**src/rtl/drrip_streaming_deadblock_replacement_macros.svh**
```systemverilog
// Assertion macros for the DRRIP streaming dead-block replacement block.
// Included by the top level; depends on nothing else.
`ifndef DRRIP_STREAMING_DEADBLOCK_REPLACEMENT_MACROS_SVH
`define DRRIP_STREAMING_DEADBLOCK_REPLACEMENT_MACROS_SVH
// Asserts that a condition implies another on the same edge.
`define DRSD_ASSERT_IMP(lbl, clk, rst_n, a, b) \
  lbl: assert property (@(posedge clk) disable iff (!rst_n) (a) |-> (b)) \
    else $error("assertion failed");
// Asserts that a condition implies another on the next edge.
`define DRSD_ASSERT_NXT(lbl, clk, rst_n, a, b) \
  lbl: assert property (@(posedge clk) disable iff (!rst_n) (a) |=> (b)) \
    else $error("assertion failed");
`endif

```
**src/rtl/drsd_pkg.sv**
```systemverilog
// Shared types and constants for the DRRIP streaming dead-block replacement block.
// No dependencies.
package drsd_pkg;
  localparam int NUM_SETS_D      = 2048;
  localparam int NUM_WAYS_D      = 16;
  localparam int LEADER_SETS_D   = 64;
  localparam int SELECTOR_BITS_D = 10;
  localparam logic [1:0] RRPV_MAX  = 2'd3;
  localparam logic [1:0] RRPV_NEAR = 2'd2;
  localparam logic [7:0] PERIOD_RESET = 8'd32;

  typedef enum logic {OP_VICTIM = 1'b0, OP_UPDATE = 1'b1} op_t;

  typedef struct packed {
    logic        opcode;
    logic [10:0] set_index;
    logic [3:0]  way;
    logic [31:0] block_address;
    logic        hit;
  } in_item_t;

  typedef struct packed {
    logic [4:0] vic_way;
    logic       is_bypass;
  } out_item_t;

  typedef enum logic [1:0] {BK_IDLE, BK_READ, BK_WORK, BK_CLEAR} bk_state_t;
endpackage

```
**src/rtl/drsd_front.sv**
```systemverilog
// Front end: accepts transfers, reduces set and way, and queues them (two entries).
// Depends on drsd_pkg.
module drsd_front #(
  parameter int NUM_SETS = drsd_pkg::NUM_SETS_D,
  parameter int NUM_WAYS = drsd_pkg::NUM_WAYS_D
) (
  input  logic                  clk,
  input  logic                  rst_n,
  input  logic                  in_valid,
  output logic                  in_stall,
  input  drsd_pkg::in_item_t    in_data,
  output logic                  q_valid,
  input  logic                  q_take,
  output logic                  q_op,
  output logic [$clog2(NUM_SETS)-1:0] q_set,
  output logic [$clog2(NUM_WAYS)-1:0] q_way,
  output logic [31:0]           q_blk,
  output logic                  q_hit
);
  localparam int SW = $clog2(NUM_SETS);
  localparam int WW = $clog2(NUM_WAYS);
  localparam int EW = 1 + SW + WW + 32 + 1;

  logic [EW-1:0] ent_r [2];
  logic [EW-1:0] ent_nxt;
  logic          rd_r, wr_r;
  logic [1:0]    cnt_r;
  logic          push, pop;
  logic [10:0]   s_full;
  logic [3:0]    w_full;

  assign in_stall = (cnt_r == 2'd2);
  assign push = in_valid && !in_stall;
  assign pop  = q_valid && q_take;
  assign q_valid = (cnt_r != 2'd0);

  // The geometry is a power of two, so reducing set and way keeps the low bits.
  always_comb begin
    s_full = in_data.set_index;
    w_full = in_data.way;
    ent_nxt = {in_data.opcode, s_full[SW-1:0], w_full[WW-1:0],
               in_data.block_address, in_data.hit};
  end

  assign {q_op, q_set, q_way, q_blk, q_hit} = ent_r[rd_r];

  always_ff @(posedge clk) begin
    if (!rst_n) begin
      rd_r <= 1'b0;
      wr_r <= 1'b0;
      cnt_r <= 2'd0;
    end else begin
      if (push) begin
        ent_r[wr_r] <= ent_nxt;
        wr_r <= ~wr_r;
      end
      if (pop) rd_r <= ~rd_r;
      cnt_r <= cnt_r + 2'(push) - 2'(pop);
    end
  end
endmodule

```
**config.mk**
```make
export PLATFORM = sky130hd
export DESIGN_NAME = drsd_front
export DESIGN_NICKNAME = d
export VERILOG_FILES = /design/src/rtl/drrip_streaming_deadblock_replacement_macros.svh /design/src/rtl/drsd_pkg.sv /design/src/rtl/drsd_front.sv
export SDC_FILE = /design/constraint.sdc
export NUM_CORES = 1
export LEC_CHECK = 0
export ABC_AREA = 1
export BUFFER_PORTS_ARGS = -buffer_cell sky130_fd_sc_hd__buf_2
export CAP_MARGIN = 40
export CELL_PAD_IN_SITES_DETAIL_PLACEMENT = 0
export CELL_PAD_IN_SITES_GLOBAL_PLACEMENT = 1
export CORE_MARGIN = 2
export CORE_UTILIZATION = 40
export CTS_CLUSTER_SIZE = 8
export DETAILED_ROUTE_END_ITERATION = 6
export PLACE_DENSITY = 0.73
export SETUP_SLACK_MARGIN = 0.02
export SLEW_MARGIN = 20
export SYNTH_ARGS = -nofsm -noshare
export SYNTH_HDL_FRONTEND = slang
export SYNTH_SLANG_ARGS = --single-unit
```
**constraint.sdc**
```tcl
create_clock -name clk -period 3.8 [get_ports clk]
set_input_delay 0.38 -clock clk [delete_from_list [all_inputs] [get_ports clk]]
set_output_delay 0.38 -clock clk [all_outputs]
set_load 0.02 [all_outputs]
```
==> impl_metrics.ini <==
[run_status]
status = finished clean

[synthesis]
yosys_warnings = 0
synth_top_area_share_pct = 76.8
ys_top_cells_by_area = edfxtp_1 77%, mux2_2 11%, mux2_4 3.9%
syn_avg_cell_area_um2 = 20.2
synth.largest_area_cell = edfxtp_1
syn_nets = 245
synth_top_family_by_area = multiplexers
synth_xor_area_share_pct = 0
synth_compound_area_share_pct = 0.490
synthAdderAreaFrac_pct = 0.653
synthSimpleGateAreaFrac_pct = 2.02
syn-cell-area_mm2 = 0.00383
ys_seq_area_share_pct = 79.4
synth_mux_area_share_pct = 15.4
synth_seq_cells = 103
synth_cell_types = 15
synth_cells = 190

[cells_and_area]
area_growth_pct = 23.6
layout.nets = 358
fill_cells = 842
diodes = 0
drive_gt1_share_pct = 56.7
final_common_cell = buf_2
fin_cells = 436
final_area_mm2 = 0.00474
final_cell_mix = 103 x buf_2, 98 x edfxtp_1, 39 x mux2_2

[global_route]
grt_max_degree = 30
grt_pass1_wl_mm = 9.59
grt-ovfl-total = 0
grt_pass1_vias = 1945
track_usage_pct = 12.7
antenna_found_initial = 0

[place]
place_area_mm2 = 0.00450
post-dp-hpwl_mm = 4.35
gp_congestion = 0.734
numPortBuffers = 103
placed_cells = 420

[cts]
numCtsBuffers = 9
clk_latency_ns = 0.36
ctsHtreeMaxLevel = 3
cts_tree = yes
path_clk_slew_ns = 0.10
clock_sinks = 103
clockRootBuffer = clkbuf_8
cts-hold-fix-buffers = 0
postCtsSetupBuffers = 0
cts_buffer_depth = 2
ctsResizeCount = 0

[routing]
firstDrtPassIters = 4
drtIter0Drc = 55
postRouteAntennaNets = 0
vias = 2002
via_per_inst = 4.59
detail_route.wl_per_cell_um = 15.0
wirelength_mm = 6.55
drc_errors = 0

[critical_path]
cp_max_fo = 21
start_kind = register
crit_arrival_ns = 1.88
crit_required_ns = 3.42
path_class = reg2out
end_kind = output port

[timing]
hold_ws_ns = 0.205
fin_setup_tns_ns = 0
clock.fmax_mhz = 442
setup_violations = 0
post-route-period-util_pct = 59.6
timing.slew.headroom_pct = 54.3
hold_viol_final = 0
finClkSkew_ns = 0.00814
timing.final.crit_period_ns = 2.26
grt_setup_unrepaired = no
maxSlewViolCount = 0
worstMarginPinSlew_ns = 0.684

[job]
cap_violations = 0

[floorplanning]
ios = 104
core_area_mm2 = 0.00928
dieArea_mm2 = 0.0104
die_h_um = 102
die_x_um = 102
rows = 35
start_util_pct = 41.3

[power_and_ir_drop]
power_density_mw_per_mm2 = 606
leakage_nw = 1.80
ir_drop_mv = 0.306

[worst_hold_path]
min_path_type = in2reg
layer usage:
metal  global-route usage [%]  wire length [um]
met1                     15.3              2870
met2                     21.1              3140
met3                     4.38               454
met4                     5.23                85
met5                        0                 0
synthesized netlist by cell type (all sizes together):
cell and instances:
edfxtp 98, mux2 49, nand2 9, nor2 9, inv 8, buf 5
dfxtp 5, ha 2, nand3 2, o21ai 2, a21oi 1
area by class of cell:
type,instances,area [um^2],share of cell area (%)
Sequential cell,103,3040,64.3
Inverter,8,30.0,0.634
Clock buffer,10,128,2.69
Multi-Input combinational cell,74,726,15.3
Tap cell,129,161,3.41
Timing Repair Buffer,107,566,11.9
Clock inverter,5,82.6,1.74
worst max-delay path: stages, from the launching register on:
cell and delay [ns]:
dfxtp_2 0.59, buf_4 0.39, mux2_2 0.39, buf_2 0.16
final timing paths:
check | endpoint | start | slack, ns | cells after the start
hold / removal | ent_r[0][23]$_DFFE_PP_ | in_data[23] | 0.20 | 1
setup / recovery | q_way[1] | register | 1.54 | 3
hold reg to reg | rd_r$_SDFFE_PN0P_ | rd_r$_SDFFE_PN0P_ | 0.52 | 2
setup reg to reg | ent_r[0][0]$_DFFE_PP_ | cnt_r[1]$_SDFF_PN0_ | 1.81 | 4
metrics by stage:
step	total power [mW]	setup WS (ns)	utilization [%]
2_1_floorplan	1.96	0.786	-
3_3_place_gp	2.16	1.50	48.5
3_5_place_dp	2.17	1.51	48.5
4_1_cts	2.90	1.11	50.7
5_1_grt	3.02	1.42	51.0
6_report	2.87	1.54	51.0
where the power goes:
group          leakage (nW)  internal (mW)  switching [mW]
Sequential            0.939           1.36          0.0513
Combinational         0.752          0.312           0.420
Clock                 0.107          0.370           0.354
Total                  1.80           2.04           0.825
sequential cells by signal, indices dropped and copies added (netlist names), named ones only:
signal and count:
wr_r 1, rd_r 1, cnt_r 2, ent_r 98
cell families (layout without fill, tap and decap cells):
family	after synthesis	count (layout)
flip-flops	103	103
multiplexers	49	49
AND/OR/NAND/NOR	20	20
buffers and inverters	13	130
AO/OA/AOI/OAI	3	3
adder cells (fa/ha/maj)	2	2
(Power assumes the default switching activity.)
